$ cat config.mk
export PLATFORM = sky130hd
export DESIGN_NAME = response_frame_crc_checker_core
export DESIGN_NICKNAME = d
export VERILOG_FILES = /design/src/design/rfcc_pkg.sv /design/src/design/rfcc_in_reg.sv /design/src/design/rfcc_frame.sv /design/src/design/rfcc_out_reg.sv /design/src/design/response_frame_crc_checker_core.sv
export VERILOG_INCLUDE_DIRS = /design/src /design/src/design
export SDC_FILE = /design/constraint.sdc
export NUM_CORES = 1
export LEC_CHECK = 0
export BUFFER_PORTS_ARGS = -buffer_cell sky130_fd_sc_hd__buf_2
export CAP_MARGIN = 10
export CORE_UTILIZATION = 54
export CTS_CLUSTER_SIZE = 8
export DETAILED_ROUTE_END_ITERATION = 7
export HOLD_SLACK_MARGIN = 0.08
export PLACE_DENSITY = 0.89
export RECOVER_POWER = 25
export SYNTH_ARGS = -nofsm -noshare
export SYNTH_HDL_FRONTEND = slang
export SYNTH_SLANG_ARGS = --single-unit
$ cat constraint.sdc
create_clock -name i_clk -period 3.4 [get_ports i_clk]
set_clock_uncertainty 0.05 [all_clocks]
set_input_delay 0.17 -clock i_clk [delete_from_list [all_inputs] [get_ports i_clk]]
set_output_delay 0.17 -clock i_clk [all_outputs]
set_load 0.01 [all_outputs]
$ cat src/design/response_frame_crc_checker_core_defines.svh
// ----------------------------------------------------------------------------
// Response frame CRC checker assertion macros
// Concurrent assertion forms used by the rfcc_frame module.
// ----------------------------------------------------------------------------
`ifndef RESPONSE_FRAME_CRC_CHECKER_CORE_DEFINES_SVH
`define RESPONSE_FRAME_CRC_CHECKER_CORE_DEFINES_SVH

// same-cycle implication, checked out of reset
`define RFCC_ASSERT_IMPL(label, ante, cons) \
    label: assert property (@(posedge i_clk) disable iff (!i_rst_n) \
        (ante) |-> (cons)) else $error("rfcc assertion failed");

// next-cycle implication, checked out of reset
`define RFCC_ASSERT_NEXT(label, ante, cons) \
    label: assert property (@(posedge i_clk) disable iff (!i_rst_n) \
        (ante) |=> (cons)) else $error("rfcc assertion failed");

`endif

$ cat src/design/rfcc_pkg.sv
// ----------------------------------------------------------------------------
// Response frame CRC checker package
// Types, constants and the bytewise CRC-16 step shared by the rfcc modules.
// ----------------------------------------------------------------------------
package rfcc_pkg;

    localparam logic [15:0] CRC_POLY = 16'h8005;
    localparam logic [7:0]  MIN_LEN  = 8'd3;
    localparam logic [7:0]  CRC_BYTES = 8'd2;

    typedef enum logic [1:0] {
        ST_MATCH    = 2'd0,
        ST_MISMATCH = 2'd1,
        ST_SHORT    = 2'd2
    } t_status;

    typedef struct packed {
        t_status     status;
        logic [15:0] crc;
        logic [7:0]  len;
    } t_result;

    typedef struct packed {
        logic proc;
        logic res_valid;
    } t_frame_ctl;

    // data bits enter LSB first, register shifts toward MSB
    function automatic logic [15:0] crc_feed(input logic [15:0] crc, input logic [7:0] b);
        logic [15:0] c;
        c = crc;
        for (int i = 0; i < 8; i++) begin
            if (b[i] != c[15]) begin
                c = {c[14:0], 1'b0} ^ CRC_POLY;
            end else begin
                c = {c[14:0], 1'b0};
            end
        end
        return c;
    endfunction

endpackage

$ cat src/design/rfcc_in_reg.sv
// ----------------------------------------------------------------------------
// Response frame CRC checker input register
// Holds one request byte until the frame stage consumes it.
// ----------------------------------------------------------------------------
module rfcc_in_reg (
    input  logic       i_clk,
    input  logic       i_rst_n,
    input  logic       i_in_valid,
    output logic       o_in_stall,
    input  logic [7:0] i_data_byte,
    input  logic       i_proc,
    output logic       o_valid,
    output logic [7:0] o_byte
);
    logic       r_valid;
    logic       n_valid;
    logic [7:0] r_byte;
    logic       accept;

    assign o_in_stall = r_valid && !i_proc;
    assign accept     = i_in_valid && !o_in_stall;

    always_comb begin
        if (accept) begin
            n_valid = 1'b1;
        end else if (i_proc) begin
            n_valid = 1'b0;
        end else begin
            n_valid = r_valid;
        end
    end

    always_ff @(posedge i_clk) begin
        if (!i_rst_n) begin
            r_valid <= 1'b0;
        end else begin
            r_valid <= n_valid;
        end
    end

    always_ff @(posedge i_clk) begin
        if (accept) begin
            r_byte <= i_data_byte;
        end
    end

    assign o_valid = r_valid;
    assign o_byte  = r_byte;
endmodule

$ cat src/design/rfcc_frame.sv
// ----------------------------------------------------------------------------
// Response frame CRC checker frame stage
// Tracks position in the frame, runs the CRC and forms the per-frame result.
// ----------------------------------------------------------------------------
`include "response_frame_crc_checker_core_defines.svh"

module rfcc_frame (
    input  logic                i_clk,
    input  logic                i_rst_n,
    input  logic                i_valid,
    input  logic [7:0]          i_byte,
    input  logic                i_out_free,
    output rfcc_pkg::t_frame_ctl o_ctl,
    output rfcc_pkg::t_result   o_result
);
    import rfcc_pkg::*;

    logic [15:0] r_crc;
    logic [15:0] n_crc;
    logic [7:0]  r_pos;
    logic [7:0]  n_pos;
    logic [7:0]  r_len;
    logic [7:0]  n_len;
    logic [7:0]  r_crc_lo;
    logic [7:0]  n_crc_lo;
    logic [7:0]  len_m2;
    logic        res_valid;
    logic        proc;
    t_result     result;

    assign len_m2 = r_len - CRC_BYTES;

    always_comb begin
        n_crc       = r_crc;
        n_pos       = r_pos;
        n_len       = r_len;
        n_crc_lo    = r_crc_lo;
        res_valid   = 1'b0;
        result.status = ST_MATCH;
        result.crc    = r_crc;
        result.len    = r_len;
        if (r_pos == 8'd0) begin
            if (i_byte < MIN_LEN) begin
                res_valid     = 1'b1;
                result.status = ST_SHORT;
                result.crc    = 16'd0;
                result.len    = i_byte;
                n_crc         = 16'd0;
                n_len         = 8'd0;
                n_crc_lo      = 8'd0;
            end else begin
                n_len = i_byte;
                n_crc = crc_feed(16'd0, i_byte);
                n_pos = 8'd1;
            end
        end else if (r_pos < len_m2) begin
            n_crc = crc_feed(r_crc, i_byte);
            n_pos = r_pos + 8'd1;
        end else if (r_pos == len_m2) begin
            n_crc_lo = i_byte;
            n_pos    = r_pos + 8'd1;
        end else begin
            res_valid = 1'b1;
            if ((r_crc_lo == r_crc[7:0]) && (i_byte == r_crc[15:8])) begin
                result.status = ST_MATCH;
            end else begin
                result.status = ST_MISMATCH;
            end
            n_crc    = 16'd0;
            n_pos    = 8'd0;
            n_len    = 8'd0;
            n_crc_lo = 8'd0;
        end
    end

    assign proc = i_valid && (!res_valid || i_out_free);

    always_ff @(posedge i_clk) begin
        if (!i_rst_n) begin
            r_crc    <= 16'd0;
            r_pos    <= 8'd0;
            r_len    <= 8'd0;
            r_crc_lo <= 8'd0;
        end else if (proc) begin
            r_crc    <= n_crc;
            r_pos    <= n_pos;
            r_len    <= n_len;
            r_crc_lo <= n_crc_lo;
        end
    end

    assign o_ctl.proc      = proc;
    assign o_ctl.res_valid = res_valid;
    assign o_result        = result;

    `RFCC_ASSERT_IMPL(a_short_zero_crc, res_valid && (result.status == ST_SHORT), result.crc == 16'd0)
    `RFCC_ASSERT_NEXT(a_result_rewinds, proc && res_valid, (r_pos == 8'd0) && (r_crc == 16'd0))
    `RFCC_ASSERT_IMPL(a_open_frame_len, r_pos != 8'd0, (r_len >= MIN_LEN) && (r_pos <= r_len - 8'd1))
endmodule

$ cat src/design/rfcc_out_reg.sv
// ----------------------------------------------------------------------------
// Response frame CRC checker result register
// Holds a frame result until the downstream side takes it.
// ----------------------------------------------------------------------------
module rfcc_out_reg (
    input  logic                 i_clk,
    input  logic                 i_rst_n,
    input  rfcc_pkg::t_frame_ctl i_ctl,
    input  rfcc_pkg::t_result    i_result,
    input  logic                 i_out_stall,
    output logic                 o_free,
    output logic                 o_out_valid,
    output rfcc_pkg::t_result    o_result
);
    import rfcc_pkg::*;

    logic    r_valid;
    logic    n_valid;
    t_result r_result;
    logic    load;

    assign o_free = !r_valid || !i_out_stall;
    assign load   = i_ctl.proc && i_ctl.res_valid;

    always_comb begin
        if (load) begin
            n_valid = 1'b1;
        end else if (!i_out_stall) begin
            n_valid = 1'b0;
        end else begin
            n_valid = r_valid;
        end
    end

    always_ff @(posedge i_clk) begin
        if (!i_rst_n) begin
            r_valid <= 1'b0;
        end else begin
            r_valid <= n_valid;
        end
    end

    always_ff @(posedge i_clk) begin
        if (load) begin
            r_result <= i_result;
        end
    end

    assign o_out_valid = r_valid;
    assign o_result    = r_result;
endmodule

$ cat src/design/response_frame_crc_checker_core.sv
// ----------------------------------------------------------------------------
// Response frame CRC checker core
// Byte-wide frame checker: length byte, body, CRC-16 (0x8005) low byte first.
// ----------------------------------------------------------------------------
// Takes one frame byte per cycle with no gaps required. Each request passes
// an input register, the frame logic (eight CRC bit steps unrolled over the
// byte) and a result register, in that order. A length byte below three
// yields an immediate short-frame result. Input stalls only when a result is
// ready and the result register is held by downstream stall.
module response_frame_crc_checker_core (
    input  logic        i_clk,
    input  logic        i_rst_n,
    input  logic        i_in_valid,
    output logic        o_in_stall,
    input  logic [7:0]  i_data_byte,
    output logic        o_out_valid,
    input  logic        i_out_stall,
    output logic [1:0]  o_status,
    output logic [15:0] o_computed_crc,
    output logic [7:0]  o_frame_length
);
    import rfcc_pkg::*;

    logic       in_valid;
    logic [7:0] in_byte;
    logic       out_free;
    t_frame_ctl ctl;
    t_result    result;
    t_result    out_result;

    rfcc_in_reg u_in_reg (
        .i_clk       (i_clk),
        .i_rst_n     (i_rst_n),
        .i_in_valid  (i_in_valid),
        .o_in_stall  (o_in_stall),
        .i_data_byte (i_data_byte),
        .i_proc      (ctl.proc),
        .o_valid     (in_valid),
        .o_byte      (in_byte)
    );

    rfcc_frame u_frame (
        .i_clk      (i_clk),
        .i_rst_n    (i_rst_n),
        .i_valid    (in_valid),
        .i_byte     (in_byte),
        .i_out_free (out_free),
        .o_ctl      (ctl),
        .o_result   (result)
    );

    rfcc_out_reg u_out_reg (
        .i_clk       (i_clk),
        .i_rst_n     (i_rst_n),
        .i_ctl       (ctl),
        .i_result    (result),
        .i_out_stall (i_out_stall),
        .o_free      (out_free),
        .o_out_valid (o_out_valid),
        .o_result    (out_result)
    );

    assign o_status       = out_result.status;
    assign o_computed_crc = out_result.crc;
    assign o_frame_length = out_result.len;
endmodule
=== After elaboration in Yosys (flattened, before gate mapping) ===
Cells that the tools add are included.

* Bits in registers: 76
* Input bits: 12
* Output and inout port bits: 28
* Logic and storage cells: 145

* $add $sub $neg: 2
* $lt $le $gt $ge: 2
* Eq/ne operators: 24
* Multiplexer cells: 74
* Bitwise operators: 15
* Reductions and logical operators: 18

{| class="wikitable"
|+ Operators by type and width
! kind !! number
|-
| $mux 16 || 48
|-
| $mux 8 || 12
|-
| $not 3->3 || 15
|-
| $mux 26 || 1
|-
| $eq 8x8->1 || 3
|-
| $mux 24 || 1
|-
| $ne 1x1->1 || 15
|-
| $mux 1 || 9
|-
| $add 8x1->8 const B || 1
|-
| $logic_not 8->1 || 1
|-
| $lt 8x2->1 const B || 1
|-
| $lt 8x8->1 || 1
|-
| $sub 8x2->8 const B || 1
|-
| $mux 2 || 3
|-
| $ne 2x1->1 const B || 3
|-
| $reduce_and 3->1 || 2
|-
| $logic_and 1x1->1 || 5
|-
| $logic_not 1->1 || 5
|-
| $ne 2x2->1 const B || 2
|-
| $reduce_and 2->1 || 2
|-
| $ne 3x1->1 const B || 1
|-
| $logic_or 1x1->1 || 2
|-
| $reduce_bool 2->1 || 1
|}

=== Depth between registers and ports, before layout ===
* Word-level depth: 32
* Depth in mapped cells: 12
* Gate-level depth less buffers: 11

=== By module ===
Synthesis repeated with hierarchy kept, for this count alone.

* Cell total of the unflattened synthesis: 403
* Area, all modules: 4073.9 um^2

{| class="wikitable"
|+ By module, submodules not included
! module !! times used !! cells an instance !! area an instance (um^2) !! seq. area each (um^2)
|-
| rfcc_frame || 1 || 360 || 2960.3 || 800.8
|-
| rfcc_out_reg || 1 || 31 || 825.8 || 800.8
|-
| rfcc_in_reg || 1 || 12 || 287.8 || 260.2
|}

=== Worst setup path before layout ===
Ideal clock, no wire load.

* Path type: register -> register
* Start point: reg u_frame.r_len[1]
* End point: reg u_out_reg.r_result (netlist bit u_out_reg.o_result[0]), enable pin
* Library setup time: 0.410 ns
* Data arrival time: 3.150 ns
* Data required time: 2.940 ns
* Setup slack: -0.211 ns
* Stages on the path, launching flop included: 11
* Path buffers: 0
* Period minus slack after synthesis: 3.611 ns
* Cell sequence: dfxtp_1 > inv_1 > ha_1 > nand3b_1 > xor2_1 > ha_1 > nand2_1 > o21ai_1 > o21a_1 > o311ai_2 > nor2_1

* Cells in the longest elaborated chain, start to end: 9
* Elaborated cells between the ends (all ways): 10
* Classes of those cells: add/sub: 1; order compare: 1; eq/ne: 1; mux: 3; reduce/logical: 4

{| class="wikitable"
|+ Ends and longest elaborated chain
! item !! line !! text
|-
| start: declaration || rfcc_frame.sv:22 || <nowiki>logic [7:0] r_len;</nowiki>
|-
| start signal: assignment || rfcc_frame.sv:87 || <nowiki>r_len <= n_len;</nowiki>
|-
| $sub 8x2->8 (*) || rfcc_frame.sv:31 || <nowiki>assign len_m2 = r_len - CRC_BYTES;</nowiki>
|-
| branches (longest 2 deep; another with $lt 8x8->1) || -- ||
|-
| $mux 1 (*) || rfcc_frame.sv:56 || <nowiki>end else if (r_pos < len_m2) begin</nowiki>
|-
| $mux 1 (*) || rfcc_frame.sv:42 || <nowiki>if (r_pos == 8'd0) begin</nowiki>
|-
| $logic_not 1->1 || rfcc_frame.sv:76 || <nowiki>assign proc = i_valid && (!res_valid || i_out_free);</nowiki>
|-
| $logic_or 1x1->1 || rfcc_frame.sv:76 ||
|-
| $logic_and 1x1->1 || rfcc_frame.sv:76 ||
|-
| $logic_and 1x1->1 (*) || rfcc_out_reg.sv:23 || <nowiki>assign load = i_ctl.proc && i_ctl.res_valid;</nowiki>
|-
| net u_out_reg.load || rfcc_out_reg.sv:20 || <nowiki>logic load;</nowiki>
|-
| end signal: assignment || rfcc_out_reg.sv:45 || <nowiki>r_result <= i_result;</nowiki>
|-
| end: declaration || rfcc_out_reg.sv:19 || <nowiki>t_result r_result;</nowiki>
|}

Mark *: on every way through the listed nets, which the timed path passes.
A chain may end at the register's enable or synchronous reset.

=== Worst setup path in the final report ===
* Start point: reg u_frame.r_len[1]
* End point: reg u_frame.r_crc_lo[4]

* Cells in the longest elaborated chain, start to end: 9
* Elaborated cells between the ends (all ways): 14
* Classes of those cells: add/sub: 1; order compare: 1; eq/ne: 2; mux: 6; reduce/logical: 4

{| class="wikitable"
|+ Ends and longest elaborated chain
! item !! line !! text
|-
| $sub 8x2->8 (*) || rfcc_frame.sv:31 ||
|-
| branches (longest 8 deep; another with $lt 8x8->1) || -- ||
|-
| end signal: assignment || rfcc_frame.sv:88 || <nowiki>r_crc_lo <= n_crc_lo;</nowiki>
|-
| end: declaration || rfcc_frame.sv:24 || <nowiki>logic [7:0] r_crc_lo;</nowiki>
|}

Every way passes the cells marked *. The select of a mux whose other input is x is not followed.

==> out/metrics.csv <==
metric;value;unit
ir_drop;0.000249;V
wl_per_cell;17.4;um
diodes;0;
final_max_slew_viol_count;0;
drt_iter0_markers;364;
hold_class;in2reg;
synth-edff-count;34;
num-nets-final;495;
synthTopCellsByArea;edfxtp_1 25%, dfxtp_1 20%, xnor2_1 8.4%, a21oi_1 5.3%, ha_1 4.8%;
synthDistinctLibCells;57;
critPathTopFamily;compound AO/OA/AOI/OAI gates;
cts_buffers;9;
clockBufferDepth;2;
ys.warnings.count;0;
report.final.setup_viol;0;
drtPass1Iterations;5;
cts_sinks;76;
hold_viol_final;0;
vias;3553;
top_layer;met4;
grt_pass1_vias;3390;
max_cap_viol_count;0;
drc_errors;0;
synth_area;4160;um2
wl_met2;4.54;mm
yosysTopAreaCellShare;24.5;%
dp.cells;543;
rsz0062_at_grt;no;
period_minus_slack;3.10;ns
wl_met1;4.05;mm
fin_crit_sh;91.1;%
ant_nets;0;
cts_setup_buffers;0;
stdcell_count;571;
viasPerCell;6.22;
ys_ff_latch;76;
worstPathRequired;3.65;ns
wl_met3;1.03;mm
synth_area_leader_cell;edfxtp_1;
clock_latency;0.37;ns
antenna_found_initial;0;
initial_utilization;56.5;%
tightest_slew;0.859;ns
critPathKind;reg2reg;
synth_fp_nets;443;
cpMostUsedCell;ha_1;
synth_ff_type;dfxtp_1;
finalSetupTns;0;ns
worstPathCellList;inv_1, ha_1, nand3b_1, xor2_1, ha_1, nand4_2, a211oi_1, o221ai_1, a31oi_1, nand3_1, a21oi_1;
worst-path-buf-inv;1;
fmax;0.323;GHz
gp_congestion;0.943;
wl;9.96;mm
pwr_density_cell;440;nW/um2
boundaryPins;40;
syn_area_per_cell;10.0;um2
cp.arrival;3.34;ns
row_count;31;
fp.dieW;89.8;um
leakage;0.00172;uW
synth_commonest_cells;44 x a21oi_1, 42 x dfxtp_1, 40 x xnor2_1, 34 x edfxtp_1;
fp.dieArea;8060;um2
cts_tree;built;
syn_to_final_growth;14.3;%
seq_area_frac_synth;44.7;%
slowest_stage;a31oi_1;
grt_util_all_layers;26.2;%
relSlewSlack;42.5;%
synthCells;415;
endpoint_kind;flip-flop;
grt_pass1_wl;16.6;mm
async_reset_ff_share;0;%
clockRootBuffer;clkbuf_8;
layout-drive-gt1-share;14.2;%
synth_most_common_cell;a21oi_1;
cp-start-kind;flip-flop;
grt.overflow.total;0;
cts_max_level;3;
critPathMaxStageDelay;0.56;ns
path_clk_slew;0.09;ns
dpl.hpwl;6.95;mm
outcome;finished, final reports clean;
coreArea;7370;um2
critPathMaxFanout;8;
port_buffers;39;
die_h;89.8;um
grt_max_degree;35;
-- metal layers --
metal	up-vias	track usage, %
met4	0	13.4
li1	1634	-
met1	1663	34.5
met2	225	41.7
met3	31	4.31
met5	-	0
-- stage by stage --
stage               instance area [um2]  utilization, %  worst slack, ns  hold WS, ns  total power [uW]
finish                             4760            64.6            0.304        0.162              2090
global route                       4760            64.6           0.0808        0.206              2180
CTS                                4770            64.8           0.0881        0.153              2090
detailed placement                 4480            60.8           0.0643        0.298              1450
global placement                   4480            60.8            0.364        0.297              1430
floorplan                          4170               -            0.230        0.219              1350
-- logic make-up (layout without fill, tap and decap cells) --
family	after synthesis	in the layout	share of synthesized area, %
multiplexers	7	7	1.86
XOR/XNOR	53	53	11.8
AO/OA/AOI/OAI	115	115	18.2
flip-flops	76	76	44.7
buffers and inverters	34	91	3.58
adder cells (fa/ha/maj)	16	16	4.81
AND/OR/NAND/NOR	114	114	15.0
-- worst register-to-register path, stage by stage (launching register included) --
cell and delay, ns:
dfxtp_1 0.34, inv_1 0.09, ha_1 0.22, nand3b_1 0.11, xor2_1 0.16, ha_1 0.32
nand4_2 0.18, a211oi_1 0.44, o221ai_1 0.21, a31oi_1 0.56, nand3_1 0.17, a21oi_1 0.19
-- placed cells by master, fill, tap and decap left out, types with 3 or more instances in the layout --
master         count
xnor2_1           40
o211ai_1           3
nor2_2             3
nand3_1           15
a311oi_1           4
mux2_2             6
inv_1             13
nor3_1             6
a32oi_1            5
xor2_1            10
a211oi_1           9
nand2b_1           3
a21oi_1           44
o21a_1             4
clkbuf_8           9
o31ai_1            4
dfxtp_1           42
o21ai_0           22
or4_1              3
nor2_1            14
dlygate4sd3_1     11
edfxtp_1          34
nand4_1           14
ha_1              16
buf_4             10
clkbuf_1          26
nor2b_1           18
buf_2             13
nand2_1           22
-- flip-flops by register name, indices dropped and copies added, names as in the netlist --
name                   flops
u_out_reg.o_result        26
u_out_reg.o_out_valid      1
u_in_reg.o_byte            8
u_frame.r_crc_lo           8
u_frame.r_pos              8
u_in_reg.o_valid           1
u_frame.r_len              8
u_frame.r_crc             16
-- layout make-up --
class	instances	area, um2
clock buffers	9	124
clock inverters	7	58.8
fillers	575	2610
inverters	14	52.6
multi-input cells	305	2170
flip-flops and latches	76	1860
well taps	99	124
repair buffers	61	368
-- timing repair --
| item | 4_1_cts | 5_1_grt |
|---|---|---|
| hold endpoints to repair | 10 | 0 |
| endpoints found under the setup margin | 0 | 11 |
| hold buffers | 11 | 0 |
| gates resized for setup | 0 | 3 |
-- path summary, 6_finish.rpt --
path | slack (ns) | cells after the start | endpoint | startpoint
max | 0.30 | 11 | u_frame.r_crc_lo[4] | u_frame.r_len[1]
min | 0.16 | 3 | u_out_reg.o_out_valid | i_out_stall
max reg2reg | 0.30 | 11 | u_frame.r_crc_lo[4] | u_frame.r_len[1]
min reg2reg | 0.44 | 2 | u_frame.r_len[0] | u_frame.r_len[0]
-- where the power goes --
group / switching (uW) / internal (uW)
clock: 366 / 276
combinational: 225 / 181
sequential: 54.4 / 992
total: 646 / 1450
(Power assumes the default switching activity.)
